## src/rtl/dqd_pkg.sv

```systemverilog
package dqd_pkg;

  // Default number of encoder channels held in the state memory.
  localparam int EncodersDefault = 2;

  localparam int CfgDataW = 32;
  localparam int CfgAddrW = 3;

  localparam logic [3:0] DebounceReset = 4'd2;
  localparam logic [3:0] PulsesReset   = 4'd4;

  // Stable pin sample {B, A} to quadrature phase.
  localparam logic [1:0] PhaseTable [4] = '{2'd2, 2'd3, 2'd1, 2'd0};

  // Register index, taken from paddr[2].
  typedef enum logic [0:0] {
    REG_DEBOUNCE = 1'b0,
    REG_PULSES   = 1'b1
  } cfg_reg_e;

  typedef struct packed {
    logic [3:0] debounce_cycles;
    logic [3:0] pulses_per_event;
  } cfg_t;

  // Per-channel state, one memory word.
  typedef struct packed {
    logic        [1:0] candidate;
    logic        [3:0] repeat_cnt;
    logic        [1:0] stable;
    logic        [1:0] last_phase;
    logic signed [5:0] pulse_cnt;
  } entry_t;

  localparam int EntryW = $bits(entry_t);

endpackage

```

## src/rtl/dqd_ram.sv

```systemverilog
module dqd_ram #(
  parameter  int Width = 16,
  parameter  int Depth = 2,
  localparam int AddrW = (Depth > 1) ? $clog2(Depth) : 1
) (
  input  logic             clk_i,
  input  logic             we_i,
  input  logic [AddrW-1:0] waddr_i,
  input  logic [Width-1:0] wdata_i,
  input  logic             re_i,
  input  logic [AddrW-1:0] raddr_i,
  output logic [Width-1:0] rdata_o
);

  logic [Width-1:0] mem_q [Depth];
  logic [Width-1:0] rdata_q;

  // Read returns the old word when read and write hit the same address.
  always_ff @(posedge clk_i) begin
    if (we_i) begin
      mem_q[waddr_i] <= wdata_i;
    end
    if (re_i) begin
      rdata_q <= mem_q[raddr_i];
    end
  end

  assign rdata_o = rdata_q;

endmodule

```

## src/rtl/dqd_cfg.sv

```systemverilog
module dqd_cfg (
  input  logic                            clk_i,
  input  logic                            rst_ni,
  input  logic                            psel,
  input  logic                            penable,
  input  logic                            pwrite,
  input  logic [dqd_pkg::CfgAddrW-1:0]    paddr,
  input  logic [dqd_pkg::CfgDataW-1:0]    pwdata,
  output logic [dqd_pkg::CfgDataW-1:0]    prdata,
  output logic                            pready,
  output dqd_pkg::cfg_t                   cfg_o
);
  import dqd_pkg::*;

  cfg_t     cfg_q, cfg_d;
  cfg_reg_e sel;
  logic     wr_en;

  assign sel   = cfg_reg_e'(paddr[2]);
  assign wr_en = psel && penable && pwrite && pready;
  assign pready = 1'b1;

  always_comb begin
    cfg_d = cfg_q;
    if (wr_en) begin
      case (sel)
        REG_DEBOUNCE: cfg_d.debounce_cycles  = pwdata[3:0];
        REG_PULSES:   cfg_d.pulses_per_event = pwdata[3:0];
        default:      cfg_d = cfg_q;
      endcase
    end
  end

  always_comb begin
    case (sel)
      REG_DEBOUNCE: prdata = {{(CfgDataW-4){1'b0}}, cfg_q.debounce_cycles};
      REG_PULSES:   prdata = {{(CfgDataW-4){1'b0}}, cfg_q.pulses_per_event};
      default:      prdata = '0;
    endcase
  end

  always_ff @(posedge clk_i or negedge rst_ni) begin
    if (!rst_ni) begin
      cfg_q.debounce_cycles  <= DebounceReset;
      cfg_q.pulses_per_event <= PulsesReset;
    end else begin
      cfg_q <= cfg_d;
    end
  end

  assign cfg_o = cfg_q;

endmodule

```

## src/rtl/dqd_update.sv

```systemverilog
module dqd_update (
  input  dqd_pkg::entry_t cur_i,
  input  logic [1:0]      sample_i,
  input  dqd_pkg::cfg_t   cfg_i,
  output dqd_pkg::entry_t nxt_o,
  output logic            up_o,
  output logic            down_o
);
  import dqd_pkg::*;

  logic              [1:0] phase;
  logic              [1:0] ahead;
  logic              [1:0] behind;
  logic signed       [5:0] ppe;
  logic signed       [5:0] inc;
  logic signed       [5:0] dec;

  assign ppe = $signed({2'b00, cfg_i.pulses_per_event});
  assign inc = cur_i.pulse_cnt + 6'sd1;
  assign dec = cur_i.pulse_cnt - 6'sd1;

  always_comb begin
    nxt_o  = cur_i;
    up_o   = 1'b0;
    down_o = 1'b0;

    // Debounce.
    if (sample_i == cur_i.candidate) begin
      if (cur_i.repeat_cnt < cfg_i.debounce_cycles) begin
        nxt_o.repeat_cnt = cur_i.repeat_cnt + 4'd1;
      end else begin
        nxt_o.stable = sample_i;
      end
    end else begin
      nxt_o.candidate  = sample_i;
      nxt_o.repeat_cnt = 4'd0;
    end

    phase  = PhaseTable[nxt_o.stable];
    ahead  = phase + 2'd1;
    behind = phase + 2'd3;

    // Quadrature step on a change of the stable value; double jumps drop.
    if (nxt_o.stable != cur_i.stable) begin
      if (cur_i.last_phase == behind) begin
        if (inc >= ppe) begin
          up_o            = 1'b1;
          nxt_o.pulse_cnt = 6'sd0;
        end else begin
          nxt_o.pulse_cnt = inc;
        end
      end else if (cur_i.last_phase == ahead) begin
        if (dec <= 6'sd0) begin
          down_o          = 1'b1;
          nxt_o.pulse_cnt = ppe;
        end else begin
          nxt_o.pulse_cnt = dec;
        end
      end
      nxt_o.last_phase = phase;
    end
  end

endmodule

```

## src/rtl/debounced_quadrature_decoder.sv

```systemverilog
// Debounced quadrature decoder for up to two encoder channels.
//
// Input channel: one beat per pin sample tick (channel_i, pin_a_i, pin_b_i),
// taken at a rising edge with in_valid_i high and in_stall_o low.
// Output channel: exactly one beat per input beat, in order, carrying the
// channel and the step_up_o / step_down_o event flags for that tick.
//
// An accepted beat moves through the update stage, then the output register.
// Throughput: one beat per cycle while out_stall_i is low, for any mix of
// channels. The per-channel state sits in a small RAM with a registered
// read; the accept edge reads the entry, and the update stage updates it and
// writes it back. A write-back register forwards the newest entry when the
// same channel comes back to back, so the RAM port pair sets the one-cycle rate.
//
// Reset: configuration returns to debounce_cycles = 2 and
// pulses_per_event = 4; per-entry valid flops clear, so every channel
// reads as all-zero state until first written. No clearing pass.
// Stall: an output beat held by out_stall_i stays put; one more beat can
// sit in the update stage, after which in_stall_o rises. Configuration is an
// APB-style port; the user writes it only while the block is idle, unenforced.
module debounced_quadrature_decoder #(
  parameter int ENCODERS = dqd_pkg::EncodersDefault
) (
  input  logic                         clk_i,
  input  logic                         rst_ni,
  // config port
  input  logic                         psel,
  input  logic                         penable,
  input  logic                         pwrite,
  input  logic [dqd_pkg::CfgAddrW-1:0] paddr,
  input  logic [dqd_pkg::CfgDataW-1:0] pwdata,
  output logic [dqd_pkg::CfgDataW-1:0] prdata,
  output logic                         pready,
  // sample input
  input  logic                         in_valid_i,
  output logic                         in_stall_o,
  input  logic                         channel_i,
  input  logic                         pin_a_i,
  input  logic                         pin_b_i,
  // event output
  output logic                         out_valid_o,
  input  logic                         out_stall_i,
  output logic                         out_channel_o,
  output logic                         step_up_o,
  output logic                         step_down_o
);
  import dqd_pkg::*;

  localparam int AddrW = (ENCODERS > 1) ? $clog2(ENCODERS) : 1;

  cfg_t cfg;

  dqd_cfg u_cfg (
    .clk_i   (clk_i),
    .rst_ni  (rst_ni),
    .psel    (psel),
    .penable (penable),
    .pwrite  (pwrite),
    .paddr   (paddr),
    .pwdata  (pwdata),
    .prdata  (prdata),
    .pready  (pready),
    .cfg_o   (cfg)
  );

  // Handshake.
  logic in_acc;
  logic s1_go;

  // Update stage.
  logic             s1_valid_q;
  logic             s1_chan_q;
  logic [1:0]       s1_sample_q;
  logic             rd_valid_q;
  logic [AddrW-1:0] s1_addr;
  logic             s1_present;

  // Entry valid flops, one per channel.
  logic [ENCODERS-1:0] ent_valid_q;

  // Write-back forwarding.
  logic             fwd_valid_q;
  logic [AddrW-1:0] fwd_addr_q;
  entry_t           fwd_data_q;

  // Output register.
  logic out_valid_q;
  logic out_chan_q;
  logic out_up_q;
  logic out_down_q;

  logic [EntryW-1:0] rd_data;
  entry_t            cur_ent;
  entry_t            nxt_ent;
  logic              upd_up;
  logic              upd_down;
  logic              wr_en;
  logic [AddrW-1:0]  in_addr;

  assign in_addr    = AddrW'(channel_i);
  assign s1_addr    = AddrW'(s1_chan_q);
  assign s1_present = (32'(s1_chan_q) < ENCODERS);

  // Update stage moves whenever the output register has room this edge.
  assign s1_go      = !out_valid_q || !out_stall_i;
  assign in_stall_o = s1_valid_q && !s1_go;
  assign in_acc     = in_valid_i && !in_stall_o;
  assign wr_en      = s1_valid_q && s1_go && s1_present;

  dqd_ram #(
    .Width (EntryW),
    .Depth (ENCODERS)
  ) u_state_ram (
    .clk_i   (clk_i),
    .we_i    (wr_en),
    .waddr_i (s1_addr),
    .wdata_i (nxt_ent),
    .re_i    (in_acc),
    .raddr_i (in_addr),
    .rdata_o (rd_data)
  );

  // Newest copy of the entry: forwarded, from RAM, or reset value.
  always_comb begin
    if (fwd_valid_q && (fwd_addr_q == s1_addr)) begin
      cur_ent = fwd_data_q;
    end else if (rd_valid_q) begin
      cur_ent = entry_t'(rd_data);
    end else begin
      cur_ent = '0;
    end
  end

  dqd_update u_update (
    .cur_i    (cur_ent),
    .sample_i (s1_sample_q),
    .cfg_i    (cfg),
    .nxt_o    (nxt_ent),
    .up_o     (upd_up),
    .down_o   (upd_down)
  );

  always_ff @(posedge clk_i or negedge rst_ni) begin
    if (!rst_ni) begin
      s1_valid_q  <= 1'b0;
      rd_valid_q  <= 1'b0;
      ent_valid_q <= '0;
      fwd_valid_q <= 1'b0;
      out_valid_q <= 1'b0;
    end else begin
      if (in_acc) begin
        s1_valid_q <= 1'b1;
        rd_valid_q <= (32'(channel_i) < ENCODERS) ? ent_valid_q[in_addr] : 1'b0;
      end else if (s1_go) begin
        s1_valid_q <= 1'b0;
      end

      if (wr_en) begin
        ent_valid_q[s1_addr] <= 1'b1;
        fwd_valid_q          <= 1'b1;
      end

      if (s1_valid_q && s1_go) begin
        out_valid_q <= 1'b1;
      end else if (!out_stall_i) begin
        out_valid_q <= 1'b0;
      end
    end
  end

  // Payload registers.
  always_ff @(posedge clk_i) begin
    if (in_acc) begin
      s1_chan_q   <= channel_i;
      s1_sample_q <= {pin_b_i, pin_a_i};
    end
    if (wr_en) begin
      fwd_addr_q <= s1_addr;
      fwd_data_q <= nxt_ent;
    end
    if (s1_valid_q && s1_go) begin
      out_chan_q <= s1_chan_q;
      out_up_q   <= upd_up && s1_present;
      out_down_q <= upd_down && s1_present;
    end
  end

  assign out_valid_o   = out_valid_q;
  assign out_channel_o = out_chan_q;
  assign step_up_o     = out_up_q;
  assign step_down_o   = out_down_q;

  // Assertions.
  a_one_event: assert property (@(posedge clk_i) disable iff (!rst_ni)
    out_valid_o |-> !(step_up_o && step_down_o))
    else $error("both step events in one beat");

  a_absent_quiet: assert property (@(posedge clk_i) disable iff (!rst_ni)
    (out_valid_o && (32'(out_channel_o) >= ENCODERS)) |-> (!step_up_o && !step_down_o))
    else $error("event on a channel that is not present");

  a_pulse_range: assert property (@(posedge clk_i) disable iff (!rst_ni)
    wr_en |-> ((nxt_ent.pulse_cnt >= 6'sd0) && (nxt_ent.pulse_cnt <= 6'sd16)))
    else $error("pulse count out of range on write-back");

  a_stage_moves: assert property (@(posedge clk_i) disable iff (!rst_ni)
    (s1_valid_q && s1_go) |=> out_valid_o)
    else $error("update stage beat lost before output register");

endmodule

```

## config.mk

```make
export PLATFORM = sky130hd
export DESIGN_NAME = debounced_quadrature_decoder
export DESIGN_NICKNAME = d
export VERILOG_FILES = /design/src/rtl/dqd_pkg.sv /design/src/rtl/dqd_ram.sv /design/src/rtl/dqd_cfg.sv /design/src/rtl/dqd_update.sv /design/src/rtl/debounced_quadrature_decoder.sv
export SDC_FILE = /design/constraint.sdc
export NUM_CORES = 1
export LEC_CHECK = 0
export BUFFER_PORTS_ARGS = -buffer_cell sky130_fd_sc_hd__buf_2
export CAP_MARGIN = 10
export CELL_PAD_IN_SITES_DETAIL_PLACEMENT = 2
export CELL_PAD_IN_SITES_GLOBAL_PLACEMENT = 2
export CORE_ASPECT_RATIO = 1.1
export CORE_MARGIN = 5
export CORE_UTILIZATION = 41
export DETAILED_ROUTE_END_ITERATION = 7
export GPL_TIMING_DRIVEN = 0
export PLACE_DENSITY = 0.83
export SKIP_LAST_GASP = 1
export SYNTH_ARGS = -nofsm -noshare
export SYNTH_HDL_FRONTEND = slang
export SYNTH_HIERARCHICAL = 1
export SYNTH_SLANG_ARGS = --single-unit
export TNS_END_PERCENT = 100
```

## constraint.sdc

```tcl
create_clock -name clk_i -period 8.45 [get_ports clk_i]
set_clock_uncertainty 0.1 [all_clocks]
set_input_delay 1.69 -clock clk_i [delete_from_list [all_inputs] [get_ports clk_i]]
set_output_delay 1.69 -clock clk_i [all_outputs]
set_load 0.02 [all_outputs]
```

==> impl_metrics.json <==
{
  "max_slew_margin": 0.273,
  "cts_setup_buffers": 0,
  "synthDistinctLibCells": 58,
  "dp_hpwl_mm": 8.17,
  "ctsResizeCount": 0,
  "hold_buffers": 0,
  "finalCriticalPeriod_ps": 4290,
  "cts_buffers": 9,
  "area_growth_pct": 15.9,
  "syn_avg_cell_area_sq_um": 12.9,
  "hp-class": "reg -> reg",
  "yosysMostFrequentCell": "edfxtp_1",
  "power_leakage_uw": 0.00229,
  "synth_seq_area_share": 0.536,
  "grt_pass1_vias": 3145,
  "finalPower_uw": 1310,
  "path_clk_slew_ps": 70,
  "antenna_found_initial": 0,
  "async_flop_share": 0.167,
  "rsz0062_at_grt": "false",
  "start_util": 0.419,
  "synth_top_area_cell": "edfxtp_1",
  "synthTopCellsByCount": "edfxtp_1, inv_1, nand2_1",
  "drtIter0Drc": 136,
  "cp_data_arrival_time_ps": 4370,
  "pin_count": 83,
  "rows": 40,
  "clockBufferDepth": 2,
  "cts_htree_levels": 3,
  "dieHeight_um": 121,
  "dieArea_sq_mm": 0.0134,
  "synth_ff_type": "edfxtp_1",
  "core_area_sq_mm": 0.0109,
  "worstSetupPathType": "reg -> reg",
  "synth_area_leaders": "edfxtp_1, dfrtp_1, buf_4",
  "drv_slew": 0,
  "fin_crit_sh": 0.507,
  "syn_area_sq_mm": 0.00458,
  "postSynthCellCount": 356,
  "nFillCells": 1111,
  "cp_max_fo": 8,
  "finalSetupViolations": 0,
  "nNetsFinal": 474,
  "drc": 0,
  "clkSinkCount": 84,
  "synth-edff-count": 70,
  "grt_pass1_wl_mm": 17.7,
  "drt_first_pass_iters": 4,
  "insertion_delay_ps": 340,
  "die_x_um": 111,
  "wl_per_cell_um": 19.4,
  "io_buffers": 23,
  "grt_max_degree": 22,
  "required_ps": 8540,
  "vias_per_cell": 4.93,
  "grtUsageTotal": 0.173,
  "fmax_ghz": 0.233,
  "p_per_area_mw_per_mm2": 247,
  "yosys.area.top_type_share": 0.459,
  "maxCapViolations": 0,
  "cp-end-kind": "register",
  "outcome": "complete, no violations",
  "tightestPinTransition_ps": 1090,
  "yosys_register_bits": 84,
  "start_kind": "register",
  "place_congestion": 0.765,
  "via_count": 2811,
  "max-vdd-ir-drop_mv": 0.112,
  "ant_nets": 0,
  "hold_viol": 0,
  "n_antenna_cell": 0,
  "wirelength_mm": 11.0,
  "cts_tree": "done",
  "fin_tns_setup_ps": 0,
  "yosysWarnings": 6,
  "drive_gt1_frac": 0.303,
  "cts-root-buf": "clkbuf_16",
  "gr-total-overflow": 0
}
## metrics by stage
step	instances	setup slack, ps	hold WS, ps	util	cell area [sq um]
after floorplan	383	4610	341	-	4680
after global placement	553	3790	355	0.456	4980
after detailed placement	554	4140	367	0.457	4990
after CTS	570	4120	382	0.486	5300
after global routing	570	3890	407	0.486	5300
final	570	4160	385	0.486	5300
## report_power, final
group          switching (uW)  internal (uW)
Combinational             222            146
Clock                     164            237
Sequential               20.8            520
## layer usage
metal  up-vias  wire (um)  global-route usage
met5         -          0                   0
met4         0        209              0.0693
met3        10        194              0.0290
met2        39       6050               0.320
met1      1442       4600               0.199
li1       1320          -                   -
## cell usage in the layout (no fill, tap or decap), drive strengths merged, types with 3 or more instances in the layout
cell	instances
nor3b	4
conb	29
inv	35
nand3	6
mux2i	22
a21oi	8
clkbuf	14
mux2	28
dfrtp	12
xor2	7
edfxtp	70
xnor2	12
nor3	7
buf	63
nand2	32
ha	11
o21ai	7
and2	3
nand2b	4
o31ai	4
nor2	11
nand4	5
nor2b	3
## area by class of cell
| class | count | area (sq um) | area share |
|---|---|---|---|
| tap | 147 | 184 | 0.0347 |
| inverter | 31 | 116 | 0.0219 |
| buffer | 43 | 368 | 0.0694 |
| clock inverter | 5 | 36.3 | 0.00684 |
| clock buffer | 11 | 275 | 0.0519 |
| timing repair buffer | 24 | 126 | 0.0238 |
| multi-input combinational | 225 | 1740 | 0.328 |
| sequential | 84 | 2450 | 0.463 |
## state kept, by name (all words and copies together) (netlist names)
| signal | flops |
|---|---|
| out_channel_o | 1 |
| step_up_o | 1 |
| s1_addr | 1 |
| u_state_ram/mem_q | 32 |
| ent_valid_q | 2 |
| u_cfg/cfg_o | 8 |
| step_down_o | 1 |
| out_valid_o | 1 |
| rd_valid_q | 1 |
| fwd_data_q | 16 |
| u_state_ram/rdata_o | 16 |
| fwd_valid_q | 1 |
| s1_valid_q | 1 |
| s1_sample_q | 2 |
## worst paths after layout
check                                     endpoint  slack, ps           start  depth (start not counted)
setup / recovery           u_state_ram/mem_q[1][2]       4160         s1_addr                         12
hold / removal                      ent_valid_q[1]        380  ent_valid_q[1]                          1
setup reg to reg           u_state_ram/mem_q[1][2]       4160         s1_addr                         12
hold reg to reg                     ent_valid_q[1]        380  ent_valid_q[1]                          1
max in group asynchronous           u_cfg/cfg_o[2]       6800          rst_ni                          1
min in group asynchronous           u_cfg/cfg_o[7]       1150          rst_ni                          1
## kinds of logic after synthesis
family	synth area share
DFF	0.536
and+or+nand+nor	0.0951
adders and majority gates	0.0301
xor gates and xnor gates	0.0495
AOI/OAI and AO/OA	0.0478
buffers and inverters	0.106
muxes	0.134
other	0.00164
## worst max-delay path: stages, from the launching register on
cell and delay, ps:
edfxtp_1 510, xnor2_2 200, nand2_4 170, mux2i_1 710, inv_1 200, ha_1 390, ha_1 280, o21ai_0 70
a21oi_1 100, o31ai_1 710, nor2b_1 260, nor3b_1 200, a221o_1 220
No activity file was read; power rests on OpenSTA's default activity.
